[src/rtl/deadline_timer_queue_assert.svh]
// Assertion macros shared by the deadline timer queue RTL.
// Included by the top level; define NO_ASSERTIONS to compile them out.
`ifndef DEADLINE_TIMER_QUEUE_ASSERT_SVH
`define DEADLINE_TIMER_QUEUE_ASSERT_SVH

`ifndef NO_ASSERTIONS

`define DTQ_ASSERT_IMPL(label, clk, rst_n, ante, cons) \
    label: assert property (@(posedge clk) disable iff (!rst_n) (ante) |-> (cons)) \
        else $error("assertion failed");

`define DTQ_ASSERT_NEXT(label, clk, rst_n, ante, cons) \
    label: assert property (@(posedge clk) disable iff (!rst_n) (ante) |=> (cons)) \
        else $error("assertion failed");

`else

`define DTQ_ASSERT_IMPL(label, clk, rst_n, ante, cons)

`define DTQ_ASSERT_NEXT(label, clk, rst_n, ante, cons)

`endif

`endif

[src/rtl/dtq_pkg.sv]
// Types and constants of the deadline timer queue.
// Used by dtq_cell and deadline_timer_queue; depends on nothing.
package dtq_pkg;

    localparam int SLOT_W = 6;
    localparam int TIME_W = 48;
    localparam int TMO_W  = 32;
    localparam int TAG_W  = 16;
    localparam int WAIT_W = 31;

    localparam logic [1:0] STATUS_OK         = 2'd0;
    localparam logic [1:0] STATUS_FULL       = 2'd1;
    localparam logic [1:0] STATUS_BAD_HANDLE = 2'd2;

    typedef enum logic [1:0] {
        OP_ADD    = 2'd0,
        OP_CANCEL = 2'd1,
        OP_QUERY  = 2'd2,
        OP_EXPIRE = 2'd3
    } t_op;

    typedef enum logic [1:0] {
        S_IDLE,
        S_SWEEP,
        S_RESOLVE
    } t_state;

    typedef struct packed {
        t_op                 op;
        logic [TIME_W-1:0]   now_ms;
        logic [TMO_W-1:0]    timeout_ms;
        logic [TAG_W-1:0]    request_tag;
        logic                has_handler;
        logic [SLOT_W-1:0]   handle;
    } t_item;

    typedef struct packed {
        logic [1:0]          status;
        logic [SLOT_W-1:0]   slot;
        logic                fired;
        logic [TAG_W-1:0]    fired_tag;
        logic [WAIT_W-1:0]   wait_ms;
        logic                none_pending;
        logic                last;
    } t_result;

    typedef struct packed {
        logic                valid;
        logic [TIME_W-1:0]   deadline;
        logic [SLOT_W-1:0]   slot;
        logic [TAG_W-1:0]    tag;
        logic                report;
    } t_cand;

    typedef struct packed {
        t_op                 op;
        logic [TIME_W-1:0]   now;
        logic [SLOT_W-1:0]   handle;
        logic                wr_en;
        logic                kill_en;
        logic [SLOT_W-1:0]   target;
        logic [TIME_W-1:0]   wr_deadline;
        logic [TAG_W-1:0]    wr_tag;
        logic                wr_report;
    } t_cell_ctl;

endpackage

[src/rtl/dtq_cell.sv]
// One timer slot of the queue and its stage of the candidate chain.
// Depends on dtq_pkg.
module dtq_cell import dtq_pkg::*; (
    input  logic              i_clk,
    input  logic              i_rst_n,
    input  logic [SLOT_W-1:0] i_slot,
    input  t_cell_ctl         i_ctl,
    input  t_cand             i_cand,
    output t_cand             o_cand
);

    logic              r_live;
    logic [TIME_W-1:0] r_deadline;
    logic [TAG_W-1:0]  r_tag;
    logic              r_report;
    t_cand             r_cand;
    t_cand             n_cand;
    t_cand             w_own;
    logic              w_qual;
    logic              w_take;
    logic              w_hit;

    assign w_hit = (i_ctl.target == i_slot);

    always_comb begin
        w_own.valid    = 1'b1;
        w_own.deadline = r_deadline;
        w_own.slot     = i_slot;
        w_own.tag      = r_tag;
        w_own.report   = r_report;
        case (i_ctl.op)
            OP_ADD:    w_qual = !r_live;
            OP_CANCEL: w_qual = r_live && (i_slot == i_ctl.handle);
            OP_QUERY:  w_qual = r_live;
            OP_EXPIRE: w_qual = r_live && (r_deadline <= i_ctl.now);
            default:   w_qual = 1'b0;
        endcase
        if (i_ctl.op inside {OP_QUERY, OP_EXPIRE}) begin
            w_take = w_qual && (!i_cand.valid || (r_deadline < i_cand.deadline));
        end else begin
            w_take = w_qual && !i_cand.valid;
        end
        n_cand = w_take ? w_own : i_cand;
    end

    always_ff @(posedge i_clk) begin
        if (!i_rst_n) begin
            r_live       <= 1'b0;
            r_cand.valid <= 1'b0;
        end else begin
            r_cand.valid <= n_cand.valid;
            if (i_ctl.wr_en && w_hit) begin
                r_live <= 1'b1;
            end else if (i_ctl.kill_en && w_hit) begin
                r_live <= 1'b0;
            end
        end
    end

    always_ff @(posedge i_clk) begin
        r_cand.deadline <= n_cand.deadline;
        r_cand.slot     <= n_cand.slot;
        r_cand.tag      <= n_cand.tag;
        r_cand.report   <= n_cand.report;
        if (i_ctl.wr_en && w_hit) begin
            r_deadline <= i_ctl.wr_deadline;
            r_tag      <= i_ctl.wr_tag;
            r_report   <= i_ctl.wr_report;
        end
    end

    assign o_cand = r_cand;

endmodule

[config.mk]
export PLATFORM = sky130hd
export DESIGN_NAME = dtq_cell
export DESIGN_NICKNAME = d
export VERILOG_FILES = /design/src/rtl/deadline_timer_queue_assert.svh /design/src/rtl/dtq_pkg.sv /design/src/rtl/dtq_cell.sv
export SDC_FILE = /design/constraint.sdc
export NUM_CORES = 1
export LEC_CHECK = 0
export ABC_AREA = 1
export ABC_CLOCK_PERIOD_IN_PS = 3010
export BUFFER_PORTS_ARGS = -buffer_cell sky130_fd_sc_hd__clkbuf_2
export CAP_MARGIN = 20
export CORE_AREA = 2 2 125 127
export CTS_CLUSTER_DIAMETER = 50
export CTS_CLUSTER_SIZE = 40
export DETAILED_ROUTE_END_ITERATION = 8
export DIE_AREA = 0 0 127 129
export PLACE_DENSITY = 0.9
export RECOVER_POWER = 25
export SLEW_MARGIN = 30
export SYNTH_ARGS = -nofsm -noshare
export SYNTH_HDL_FRONTEND = slang
export SYNTH_SLANG_ARGS = --single-unit
[constraint.sdc]
create_clock -name i_clk -period 3.01 [get_ports i_clk]
set_input_delay 0.301 -clock i_clk [delete_from_list [all_inputs] [get_ports i_clk]]
set_output_delay 0.301 -clock i_clk [all_outputs]
set_load 0.01 [all_outputs]
==> implementation parameters, run 1 <==
Parameter                              Value

Status
  Status    complete, no violations

Cells and area
  Total area of multi-input combinational cells    3160 um^2
  Number of filler instances in the final layout    1251
  Area of all placed cells without fillers    around 9300 um^2
  Register Area    3410 um^2
  Relative area change from synthesis to final layout    29.2%
  Final net count    1397
  Proportion of layout cells with a drive suffix above 1    0.288

STA
  Highest Clock Rate    367 MHz
  Max Clock Skew    around 0.0094 ns
  Tightest hold margin    0.0604 ns
  Setup repair after global routing missed its margin    no
  Ratio of final minimum period to clock period    0.905
  Hold Fails Final Rpt    0
  Final Max Tran Viols    0
  Total Neg Setup Slack    0 ns
  Number of endpoints failing setup at the final stage    0
  Min cycle time layout    2.72 ns
  Tightest slew margin relative to the limit    0.647
  Slew at the pin with the worst max-slew slack    0.525 ns

Power
  Switching Power    1200 uW
  Proportion of power drawn by the clock network    0.417
  Net Sw Frac    0.257
  Internal power    3470 uW
  Overall Power    4670 uW
  Relative contribution of combinational cells to total power    0.137
  Power per Cell Area    504 nW/um^2
  Seq pwr share    0.446
  Leak    0.00504 uW
  Max rail drop VDD    0.364 mV

Clocking
  CTS root buf    sky130_fd_sc_hd__clkbuf_16
  # hold bufs at CTS    0
  Max Buffers Root-to-Sink    2
  Number of H-tree branching levels    4
  Worst-path clk slew    0.06 ns
  Sinks on the clock net    around 140
  TritonCTS clock tree    done
  Post-CTS Setup Inserts    0
  TritonCTS Buffers    17
  Resized Gates After CTS    0
  Clock insertion delay at the later pin of the skew report    just over 0.4 ns

Detailed routing
  Number of DRC markers after the initial detailed-route iteration    400
  First drt pass iteration count    4
  Routed length per placed instance    15.1 um
  Post-route ant nets    0
  Residual DRC count    0
  Total detailed-routing wirelength    between 15 and 20 mm
  Mean number of vias per cell    4.96
  Count of vias placed by the detailed router    6434

Min path
  Cells on Worst Hold Path    1
  Class of the tightest hold or removal check    primary input to flip-flop

Floorplan
  Effective utilization at floorplan    0.479
  Die extent in y    roughly 130 um
  Horiz. Die Dim    127 um
  Top-level I/O count    between 200 and 300
  Core area    15000 um^2
  Core Rows    45
  Die outline area    16400 um^2

Global routing
  Number of antenna violations at the first check in global routing    2
  Wire length of the first global-routing pass    between 30 and 40 mm
  Vias in the first global route    6472
  Largest net degree at the start of global routing    72
  Overall track demand over capacity in global routing    0.240
  Aggregate global routing overflow    0

Critical path
  Maximum fanout along the worst path    71
  Kind of critical path    flip-flop to flip-flop
  Worst EP arrival    3.08 ns
  Crit end category    flip-flop
  Reg2reg path depth    13
  CP required    3.37 ns
  Worst Setup Start Kind    flip-flop

Synthesis
  Library cell with the highest instance count after synthesis    sky130_fd_sc_hd__nand2_1
  Post-Syn Instances    a little over 800
  Area fraction of the dominant cell type after synthesis    0.272
  Net Count, Synth    between 1000 and 1500
  Unique cell type count in the Yosys netlist    32
  Leading area contributor after synthesis    sky130_fd_sc_hd__edfxtp_1
  Number of enable flip-flop cells after synthesis    between 60 and 70
  Total of flip-flops plus latches after synthesis    approximately 140
  Average footprint of a synthesized cell    8.87 um^2
  Leading cell types by count after synthesis    sky130_fd_sc_hd__nand2_1 (231), sky130_fd_sc_hd__inv_1 (120), sky130_fd_sc_hd__ha_1 (95), sky130_fd_sc_hd__nand3_1 (79), sky130_fd_sc_hd__dfxtp_1 (73)
  Proportion of synthesized flip-flops having asynchronous set or reset    0
  Post-synthesis sequential area ratio    0.475
  Primary FF master, synth    sky130_fd_sc_hd__dfxtp_1
  Number of synthesis warnings    0
  Post-synthesis instance area    7180 um^2
  Top cells by area in the synthesized netlist    sky130_fd_sc_hd__edfxtp_1 (27%), sky130_fd_sc_hd__dfxtp_1 (20%), sky130_fd_sc_hd__ha_1 (17%), sky130_fd_sc_hd__nand2_1 (12%), sky130_fd_sc_hd__inv_1 (6.3%)

Placement
  Placed standard-cell area    slightly below 9000 um^2
  Count of input and output buffers    280
  Placed wire-length estimate after detailed placement    ~16 mm
  Final weighted congestion in routability-driven placement    0.856

Run
  # Max-Cap Violations    0
==> layout by cell type (no fill, tap or decap), types with 10 or more instances in the layout <==
cell type	count
sky130_fd_sc_hd__clkbuf_16	17
sky130_fd_sc_hd__edfxtp_1	65
sky130_fd_sc_hd__ha_1	95
sky130_fd_sc_hd__nor2_1	21
sky130_fd_sc_hd__nand2_1	230
sky130_fd_sc_hd__nand4_1	10
sky130_fd_sc_hd__nand3_1	79
sky130_fd_sc_hd__a21oi_1	46
sky130_fd_sc_hd__inv_1	119
sky130_fd_sc_hd__dfxtp_1	73
sky130_fd_sc_hd__clkbuf_2	275
sky130_fd_sc_hd__o21ai_0	12
==> power groups by stage <==
stage / Combinational (uW) / Clock, uW / Sequential, uW
4_1_cts: 643 / 1980 / 2090
2_1_floorplan: 291 / 0 / 2160
5_1_grt: 717 / 2070 / 2090
3_3_place_gp: 614 / 0 / 2120
3_5_place_dp: 637 / 0 / 2130
6_report: 640 / 1950 / 2090
==> critical path: stages (launching register included) <==
cell and delay [ns]:
sky130_fd_sc_hd__edfxtp_1 0.44, sky130_fd_sc_hd__ha_1 0.33, sky130_fd_sc_hd__nand2_1 0.05, sky130_fd_sc_hd__inv_1 0.06, sky130_fd_sc_hd__nand3_1 0.07, sky130_fd_sc_hd__nor3_1 0.28
sky130_fd_sc_hd__nand3_1 0.24, sky130_fd_sc_hd__nor3_1 0.24, sky130_fd_sc_hd__o21ai_1 0.11, sky130_fd_sc_hd__nand2_1 0.09, sky130_fd_sc_hd__nand2_2 0.11, sky130_fd_sc_hd__nand2_8 0.33
sky130_fd_sc_hd__nand2_1 0.13, sky130_fd_sc_hd__nand2_1 0.09
==> kinds of logic after synthesis <==
logic type,after synthesis,share of synthesized area
and+or+nand+nor,352,0.207
buffers and inverters,142,0.0843
DFF,138,0.475
adders and majority gates,95,0.166
AOI/OAI and AO/OA,70,0.0528
xor gates and xnor gates,12,0.0146
==> stage by stage <==
stage          utilization  worst slack, ns  std cells
6_report             0.619            0.287       1296
5_1_grt              0.619           0.0178       1296
4_1_cts              0.620            0.275       1294
3_5_place_dp         0.583            0.345       1262
3_3_place_gp         0.583            0.394       1262
2_1_floorplan            -            0.582        809
==> final cells by class <==
type,count,share of cell area
Timing Repair Buffer,286,0.157
Tap cell,188,0.0254
Inverter,121,0.0490
Multi-Input combinational cell,529,0.341
Antenna cell,2,0.000539
Clock buffer,18,0.0463
Clock inverter,14,0.0135
Sequential cell,138,0.368
==> flip-flops by register name (all words and copies together), names as in the netlist <==
signal / count
r_tag: 16
r_report: 1
r_live: 1
r_deadline: 48
o_cand: 72
==> worst paths after layout <==
| kind | from | to | slack, ns |
|---|---|---|---|
| setup / recovery | r_deadline[47] | o_cand[13] | 0.29 |
| hold / removal | i_ctl[15] | r_tag[14] | 0.06 |
| setup reg to reg | r_deadline[47] | o_cand[13] | 0.29 |
| hold reg to reg | r_tag[7] | o_cand[8] | 0.47 |
==> layer usage <==
layer	GRT usage	vias to the layer above	wire length [um]
li1	-	3226	-
met1	0.267	2863	7620
met2	0.415	274	9710
met3	0.0553	71	1220
met4	0.153	0	1060
met5	0	-	0
Power figures use the tool's default switching activity.
==> inputs of run 2 (changes only) <==
--- a/config.mk
+++ b/config.mk
@@ -6,15 +6,15 @@
 export NUM_CORES = 1
 export LEC_CHECK = 0
 export ABC_AREA = 1
-export ABC_CLOCK_PERIOD_IN_PS = 3010
+export ABC_CLOCK_PERIOD_IN_PS = 3500
 export BUFFER_PORTS_ARGS = -buffer_cell sky130_fd_sc_hd__clkbuf_2
 export CAP_MARGIN = 20
-export CORE_AREA = 2 2 125 127
+export CORE_AREA = 2 2 120 122
 export CTS_CLUSTER_DIAMETER = 50
 export CTS_CLUSTER_SIZE = 40
 export DETAILED_ROUTE_END_ITERATION = 8
-export DIE_AREA = 0 0 127 129
-export PLACE_DENSITY = 0.9
+export DIE_AREA = 0 0 122 124
+export PLACE_DENSITY = 0.95
 export RECOVER_POWER = 25
 export SLEW_MARGIN = 30
 export SYNTH_ARGS = -nofsm -noshare
==> constraint.sdc (replaced) <==
create_clock -name i_clk -period 3.5 [get_ports i_clk]
set_input_delay 0.35 -clock i_clk [delete_from_list [all_inputs] [get_ports i_clk]]
set_output_delay 0.35 -clock i_clk [all_outputs]
set_load 0.01 [all_outputs]
==> implementation parameters, run 2 (synthesized netlist as in run 1, its figures left out) <==
Parameter                              Value

Status
  Status    complete, no violations

Detailed routing
  Number of DRC markers after the initial detailed-route iteration    340 (-15%)
  Total detailed-routing wirelength    20.3 mm (+3.7%)
  Mean number of vias per cell    5.18 (+4.3%)
  Post-route ant nets    0 (unchanged)
  Residual DRC count    0 (unchanged)
  First drt pass iteration count    5 (+1)
  Count of vias placed by the detailed router    6648 (+3.3%)
  Routed length per placed instance    15.8 um (+4.7%)

Floorplan
  Die extent in y    124 um (-3.9%)
  Die outline area    15100 um^2 (-7.7%)
  Top-level I/O count    281 (unchanged)
  Core Rows    43 (-4.4%)
  Effective utilization at floorplan    0.523 (+0.0439)
  Core area    13700 um^2 (-8.4%)
  Horiz. Die Dim    122 um (-3.9%)

Placement
  Placed wire-length estimate after detailed placement    16.1 mm (+3.1%)
  Count of input and output buffers    280 (unchanged)
  Final weighted congestion in routability-driven placement    0.853 (-0.43%)
  Placed standard-cell area    8710 um^2 (-0.14%)

Cells and area
  Area of all placed cells without fillers    9280 um^2 (about the same)
  Number of filler instances in the final layout    1082 (-14%)
  Relative area change from synthesis to final layout    29.3% (about the same)
  Ant. Diodes    0 (-2)
  Most frequent standard cell in the layout excluding fill and tap cells    sky130_fd_sc_hd__clkbuf_2
  Proportion of layout cells with a drive suffix above 1    0.288 (-0.000383)
  Final net count    1395 (-0.14%)
  Max reg flops    72 (unchanged)
  Commonest cells after routing, fill and taps aside    sky130_fd_sc_hd__clkbuf_2 (274), sky130_fd_sc_hd__nand2_1 (230), sky130_fd_sc_hd__inv_1 (119)

STA
  Number of endpoints failing setup at the final stage    0 (unchanged)
  Setup repair after global routing missed its margin    no
  Max Clock Skew    0.0111 ns (+0.00163 ns)
  Hold Fails Final Rpt    0 (unchanged)
  Slew at the pin with the worst max-slew slack    0.689 ns (+0.164 ns)
  Tightest hold margin    0.0952 ns (+0.0348 ns)
  Highest Clock Rate    344 MHz (-6.2%)
  Tightest slew margin relative to the limit    0.540 (-0.107)
  Min cycle time layout    2.90 ns (+0.181 ns)
  Total Neg Setup Slack    0 ns (unchanged)
  Final Max Tran Viols    0 (unchanged)
  Ratio of final minimum period to clock period    0.829 (-0.0751)

Power
  Leak    0.00506 uW (+0.36%)
  Seq pwr share    0.436 (-0.010)
  Internal power    3010 uW (-13%)
  Relative contribution of combinational cells to total power    0.136 (about the same)
  Proportion of power drawn by the clock network    0.428 (+0.011)
  Net Sw Frac    0.268 (+0.0114)
  Power per Cell Area    444 nW/um^2 (-12%)
  Switching Power    1110 uW (-7.9%)
  Max rail drop VDD    0.313 mV (-14%)

Critical path
  Crit path from    r_deadline[43]
  Crit end category    flip-flop
  Kind of critical path    flip-flop to flip-flop
  Maximum fanout along the worst path    71 (unchanged)
  CP required    3.81 ns (+0.44 ns)
  Worst Setup Start Kind    flip-flop
  Worst EP arrival    3.22 ns (+0.14 ns)
  Crit Reg-Reg Startpoint    r_deadline[43]

Clocking
  # hold bufs at CTS    0 (unchanged)
  Worst-path clk slew    0.07 ns (about the same)
  Max Buffers Root-to-Sink    2 (unchanged)
  CTS root buf    sky130_fd_sc_hd__clkbuf_16
  Resized Gates After CTS    0 (unchanged)
  TritonCTS Buffers    17 (unchanged)
  Clock insertion delay at the later pin of the skew report    0.42 ns (about the same)
  Sinks on the clock net    138 (unchanged)
  Number of H-tree branching levels    4 (unchanged)
  TritonCTS clock tree    done
  Post-CTS Setup Inserts    0 (unchanged)

Global routing
  Number of antenna violations at the first check in global routing    0 (-2)
  Largest net degree at the start of global routing    72 (unchanged)
  Vias in the first global route    6720 (+3.8%)
  Aggregate global routing overflow    0 (unchanged)
  Overall track demand over capacity in global routing    0.271 (+0.0319)
  Wire length of the first global-routing pass    31.2 mm (+3.3%)

Min path
  Class of the tightest hold or removal check    primary input to flip-flop
  Launch point of the worst hold path    i_ctl[16]

Run
  # Max-Cap Violations    0 (unchanged)
run 2: worst max-delay path, cell delays in order (launching register included):
cell and delay [ns]:
sky130_fd_sc_hd__edfxtp_1 0.45, sky130_fd_sc_hd__ha_1 0.34, sky130_fd_sc_hd__nand2_1 0.08, sky130_fd_sc_hd__nor2_1 0.14, sky130_fd_sc_hd__nand2_1 0.11, sky130_fd_sc_hd__nor3_2 0.18, sky130_fd_sc_hd__inv_1 0.08, sky130_fd_sc_hd__nor2_2 0.10
sky130_fd_sc_hd__nand2_1 0.06, sky130_fd_sc_hd__nand2_1 0.05, sky130_fd_sc_hd__inv_1 0.03, sky130_fd_sc_hd__nand2_1 0.05, sky130_fd_sc_hd__nand2_1 0.04, sky130_fd_sc_hd__nand2_1 0.07, sky130_fd_sc_hd__nand2_1 0.08, sky130_fd_sc_hd__nand2_4 0.24
sky130_fd_sc_hd__nand2_8 0.30, sky130_fd_sc_hd__nand2_1 0.20, sky130_fd_sc_hd__nand2_1 0.08
run 2: path summary, 6_finish.rpt:
| check | end | slack (ns) | cells after the start |
|---|---|---|---|
| min reg2reg | r_live | 0.46 | 2 |
| max reg2reg | o_cand[15] | 0.60 | 18 |
| max | o_cand[15] | 0.60 | 18 |
| min | r_tag[15] | 0.1 | 1 |
run 2: power by group through the flow:
| stage | clock (uW) | sequential, uW | combinational (uW) |
|---|---|---|---|
| after global routing | 1860 | 1800 | 625 |
| after global placement | 0 | 1830 | 527 |
| after detailed placement | 0 | 1830 | 557 |
| after CTS | 1780 | 1800 | 563 |
| after floorplan | 0 | 1860 | 251 |
| final | 1760 | 1800 | 560 |
run 2: final cells by class:
type,count,area [um^2],area share
repair buffers,284,1450,0.156
clock inverters,15,151,0.0163
inverters,121,454,0.0489
clock buffers,17,425,0.0458
well taps,180,225,0.0243
flip-flops and latches,138,3410,0.368
multi-input cells,529,3160,0.341
run 2: through the flow:
stage                     instances  setup WS [ns]   util  total power (uW)
after floorplan                 809           1.02      -              2110
final                          1284          0.597  0.677              4120
after detailed placement       1252          0.659  0.635              2390
after global routing           1284          0.280  0.677              4280
after CTS                      1284          0.652  0.677              4140
after global placement         1252          0.749  0.635              2350
run 2: routing by layer:
| layer | track usage | wire, um | up-vias | part of all wire |
|---|---|---|---|---|
| met5 | 0 | 0 | - | 0 |
| met4 | 0.182 | 1130 | 0 | 0.055 |
| met3 | 0.0696 | 1430 | 93 | 0.070 |
| met2 | 0.466 | 10300 | 323 | 0.50 |
| met1 | 0.297 | 7510 | 3019 | 0.37 |
| li1 | - | - | 3213 | - |
==> inputs of run 3 (changes only) <==
--- a/config.mk
+++ b/config.mk
@@ -5,16 +5,16 @@
 export SDC_FILE = /design/constraint.sdc
 export NUM_CORES = 1
 export LEC_CHECK = 0
-export ABC_AREA = 1
-export ABC_CLOCK_PERIOD_IN_PS = 3500
+export ABC_AREA = 0
+export ABC_CLOCK_PERIOD_IN_PS = 2900
 export BUFFER_PORTS_ARGS = -buffer_cell sky130_fd_sc_hd__clkbuf_2
 export CAP_MARGIN = 20
-export CORE_AREA = 2 2 120 122
+export CORE_AREA = 2 2 125 127
 export CTS_CLUSTER_DIAMETER = 50
 export CTS_CLUSTER_SIZE = 40
 export DETAILED_ROUTE_END_ITERATION = 8
-export DIE_AREA = 0 0 122 124
-export PLACE_DENSITY = 0.95
+export DIE_AREA = 0 0 127 129
+export PLACE_DENSITY = 0.9
 export RECOVER_POWER = 25
 export SLEW_MARGIN = 30
 export SYNTH_ARGS = -nofsm -noshare
==> constraint.sdc (replaced) <==
create_clock -name i_clk -period 2.9 [get_ports i_clk]
set_input_delay 0.29 -clock i_clk [delete_from_list [all_inputs] [get_ports i_clk]]
set_output_delay 0.29 -clock i_clk [all_outputs]
set_load 0.01 [all_outputs]
==> implementation parameters, run 3 <==
Parameter                              Value

STA
  Number of endpoints failing setup at the final stage    11 (+11)
  Hold Fails Final Rpt    0 (unchanged)
  Tightest hold margin    0.0507 ns (-0.0445 ns)
  Final Max Tran Viols    0 (unchanged)
  Min cycle time layout    2.91 ns (+0.00501 ns)
  Slew at the pin with the worst max-slew slack    0.567 ns (-0.122 ns)
  Tightest slew margin relative to the limit    0.618 (+0.0779)
  Ratio of final minimum period to clock period    1.00 (+0.173)
  Slack of the critical path    -0.00811 ns (-0.605 ns)
  Setup repair after global routing missed its margin    yes
  Max Clock Skew    0.0125 ns (+0.00147 ns)
  Highest Clock Rate    344 MHz (-0.17%)

Synthesis
  Average footprint of a synthesized cell    12.4 um^2 (+39%)
  Leading area contributor after synthesis    sky130_fd_sc_hd__edfxtp_1
  Leading cell types by count after synthesis    sky130_fd_sc_hd__inv_1 (99), sky130_fd_sc_hd__ha_1 (95), sky130_fd_sc_hd__dfxtp_1 (73), sky130_fd_sc_hd__mux2_4 (70), sky130_fd_sc_hd__edfxtp_1 (65)
  Library cell with the highest instance count after synthesis    sky130_fd_sc_hd__inv_1
  Post-synthesis instance area    7200 um^2 (+0.28%)
  Total of flip-flops plus latches after synthesis    138 (unchanged)
  Top cells by area in the synthesized netlist    sky130_fd_sc_hd__edfxtp_1 (27%), sky130_fd_sc_hd__dfxtp_1 (20%), sky130_fd_sc_hd__ha_1 (17%), sky130_fd_sc_hd__mux2_4 (15%), sky130_fd_sc_hd__inv_1 (5.2%)
  Primary FF master, synth    sky130_fd_sc_hd__dfxtp_1
  Post-Syn Instances    582 (-28%)
  Net Count, Synth    886 (-20%)
  Area fraction of the dominant cell type after synthesis    0.271 (-0.000756)
  Number of synthesis warnings    0 (unchanged)
  Proportion of synthesized flip-flops having asynchronous set or reset    0 (unchanged)
  Number of enable flip-flop cells after synthesis    65 (unchanged)
  Post-synthesis sequential area ratio    0.474 (-0.00132)
  Unique cell type count in the Yosys netlist    42 (+31%)

Min path
  Launch point of the worst hold path    i_ctl[42]
  Class of the tightest hold or removal check    primary input to flip-flop
  WHS Endpoint    r_deadline[25]
  Cells on Worst Hold Path    1 (unchanged)

Detailed routing
  Total detailed-routing wirelength    19.5 mm (-4.2%)
  Mean number of vias per cell    5.07 (-2.1%)
  First drt pass iteration count    4 (-1)
  Routed length per placed instance    17.7 um (+11%)
  Number of DRC markers after the initial detailed-route iteration    234 (-31%)
  Residual DRC count    0 (unchanged)
  Count of vias placed by the detailed router    5589 (-16%)
  Post-route ant nets    0 (unchanged)

Global routing
  Vias in the first global route    5652 (-16%)
  Wire length of the first global-routing pass    27.6 mm (-11%)
  Number of antenna violations at the first check in global routing    0 (unchanged)
  Overall track demand over capacity in global routing    0.222 (-0.0499)
  Largest net degree at the start of global routing    34 (-53%)
  Aggregate global routing overflow    0 (unchanged)

Critical path
  Maximum fanout along the worst path    15 (-79%)
  Reg2reg path depth    10 (-8)
  Register-to-register path setup slack    -0.008 ns (-0.61 ns)
  Critical path cell sequence    ha_4 -> a21oi_1 -> o21ai_2 -> a221oi_2 -> o211ai_1 -> a211oi_2 -> o221ai_4 -> buf_12 -> clkbuf_16 -> mux2_4
  Worst Setup Start Kind    flip-flop
  Reg2reg end    o_cand[54]
  Crit Reg-Reg Startpoint    r_deadline[7]
  CP max-delay cell    sky130_fd_sc_hd__edfxtp_1
  Biggest cell delay along the critical path    0.48 ns (+0.03 ns)
  Crit end category    flip-flop
  Worst EP arrival    3.21 ns (about the same)
  CP required    3.20 ns (-0.61 ns)
  Kind of critical path    flip-flop to flip-flop

Clocking
  TritonCTS Buffers    17 (unchanged)
  Worst-path clk slew    0.06 ns (about the same)
  TritonCTS clock tree    done
  Max Buffers Root-to-Sink    2 (unchanged)
  CTS root buf    sky130_fd_sc_hd__clkbuf_16
  Sinks on the clock net    138 (unchanged)
  Clock insertion delay at the later pin of the skew report    0.41 ns (about the same)
  Number of H-tree branching levels    4 (unchanged)
  # hold bufs at CTS    0 (unchanged)

Placement
  Final weighted congestion in routability-driven placement    0.890 (+4.4%)
  Placed wire-length estimate after detailed placement    14.9 mm (-7.2%)
  Instance count after placement with tap cells included    1058 (-15%)
  Count of input and output buffers    280 (unchanged)

Cells and area
  Register Area    3410 um^2 (unchanged)
  Relative area change from synthesis to final layout    37.0%
  Final net count    1206 (-14%)
  Number of filler instances in the final layout    1075 (-0.65%)
  Total area of multi-input combinational cells    3560 um^2 (+13%)
  Number of cells in the finished layout apart from fillers    1103 (-14%)
  Commonest cells after routing, fill and taps aside    sky130_fd_sc_hd__clkbuf_2 (278), sky130_fd_sc_hd__inv_1 (99), sky130_fd_sc_hd__ha_1 (86)
  Proportion of layout cells with a drive suffix above 1    0.482 (+0.194)
  Most frequent standard cell in the layout excluding fill and tap cells    sky130_fd_sc_hd__clkbuf_2
  Ant. Diodes    0 (unchanged)
  Max reg flops    72 (unchanged)

Floorplan
  Die extent in y    129 um (+4.0%)
  Horiz. Die Dim    127 um (+4.1%)
  Effective utilization at floorplan    0.481 (-0.0426)
  Core area    15000 um^2 (+9.2%)
  Core Rows    45 (+4.7%)
  Die outline area    16400 um^2 (+8.3%)
  Top-level I/O count    281 (unchanged)

Power
  Max rail drop VDD    0.350 mV (+12%)
  Power per Cell Area    508 nW/um^2 (+14%)
  Leak    0.00506 uW (+0.11%)

Status
  Violated checks    setup timing
  Status    finished, violations left

Run
  # Max-Cap Violations    0 (unchanged)
==> run 3: changes by cell type after synthesis, sizes merged, moves of 4 or more <==
| cell | change |
|---|---|
| nor2b | +4 |
| clkbuf | -5 |
| inv | -22 |
| nand2 | -213 |
| mux2 | +71 |
| a221oi | +4 |
| a21oi | -9 |
| nor2 | -14 |
| buf | -9 |
| nand3 | -67 |
| o211ai | +4 |
| nand4 | +13 |
| a211oi | +5 |
==> run 3: per-stage QoR <==
step | setup slack, ns | power [uW] | TNS, ns | utilization | cell area [um^2]
detailed placement | -0.148 | 2890 | -9.26 | 0.595 | 8910
CTS | 0.000340 | 4990 | 0 | 0.636 | 9530
finish | -0.00811 | 5010 | -0.0343 | 0.659 | 9870
global route | -0.103 | 5190 | -5.13 | 0.659 | 9870
global placement | -0.0832 | 2860 | -5.45 | 0.595 | 8910
floorplan | 0.197 | 2570 | 0 | - | 7200
==> run 3: timing repair <==
action                     4_1_cts  5_1_grt
cloned                           0        2
resized for setup                6       25
setup buffers                    0       11
setup endpoints to repair       71       71
pin swaps                        1       13
==> run 3: metal layers <==
| metal | up-vias | part of all wire | global-route usage | wire, um |
|---|---|---|---|---|
| met1 | 2577 | 0.39 | 0.238 | 7580 |
| met5 | - | 0 | 0 | 0 |
| li1 | 2730 | - | - | - |
| met4 | 0 | 0.030 | 0.0886 | 580 |
| met3 | 44 | 0.058 | 0.0636 | 1120 |
| met2 | 238 | 0.52 | 0.411 | 10200 |
==> run 3: critical path, delay by kind of cell, from the launching register on <==
kind                     cells  cell delay [ns]
AO/OA/AOI/OAI                6             1.35
flip-flops                   1             0.48
adder cells (fa/ha/maj)      1             0.27
multiplexers                 1             0.31
buffers and inverters        2             0.37
==> run 3: cells by family after synthesis <==
family                   Yosys count  share of synthesized area
flip-flops                       138                      0.474
buffers and inverters            106                     0.0626
adder cells (fa/ha/maj)           95                      0.165
AND/OR/NAND/NOR                   81                     0.0610
AO/OA/AOI/OAI                     78                     0.0739
multiplexers                      71                      0.148
XOR/XNOR                          13                     0.0158
==> run 3: how the worst max path moves through the flow <==
stage / from / to / slack [ns]
4_1_cts: r_deadline[5] / o_cand[12] / 0.0003
3_3_place_gp: r_deadline[7] / o_cand[38] / -0.08
2_1_floorplan: i_slot[1] / r_deadline[0] / 0.20
3_5_place_dp: r_deadline[5] / o_cand[12] / -0.15
6_report: r_deadline[7] / o_cand[54] / -0.008
5_1_grt: r_deadline[7] / o_cand[4] / -0.10
==> run 3: final cells by class <==
type	count	area share
Timing Repair Buffer	308	0.172
Clock inverter	10	0.00799
Inverter	99	0.0377
Tap cell	188	0.0238
Clock buffer	22	0.0515
Sequential cell	138	0.346
Multi-Input combinational cell	338	0.361
==> run 3: power breakdown <==
group / switching [uW] / total, uW / internal (uW)
Combinational: 346 / 744 / 398
Sequential: 31.6 / 2160 / 2130
Clock: 848 / 2110 / 1260
Total: 1230 / 5010 / 3780
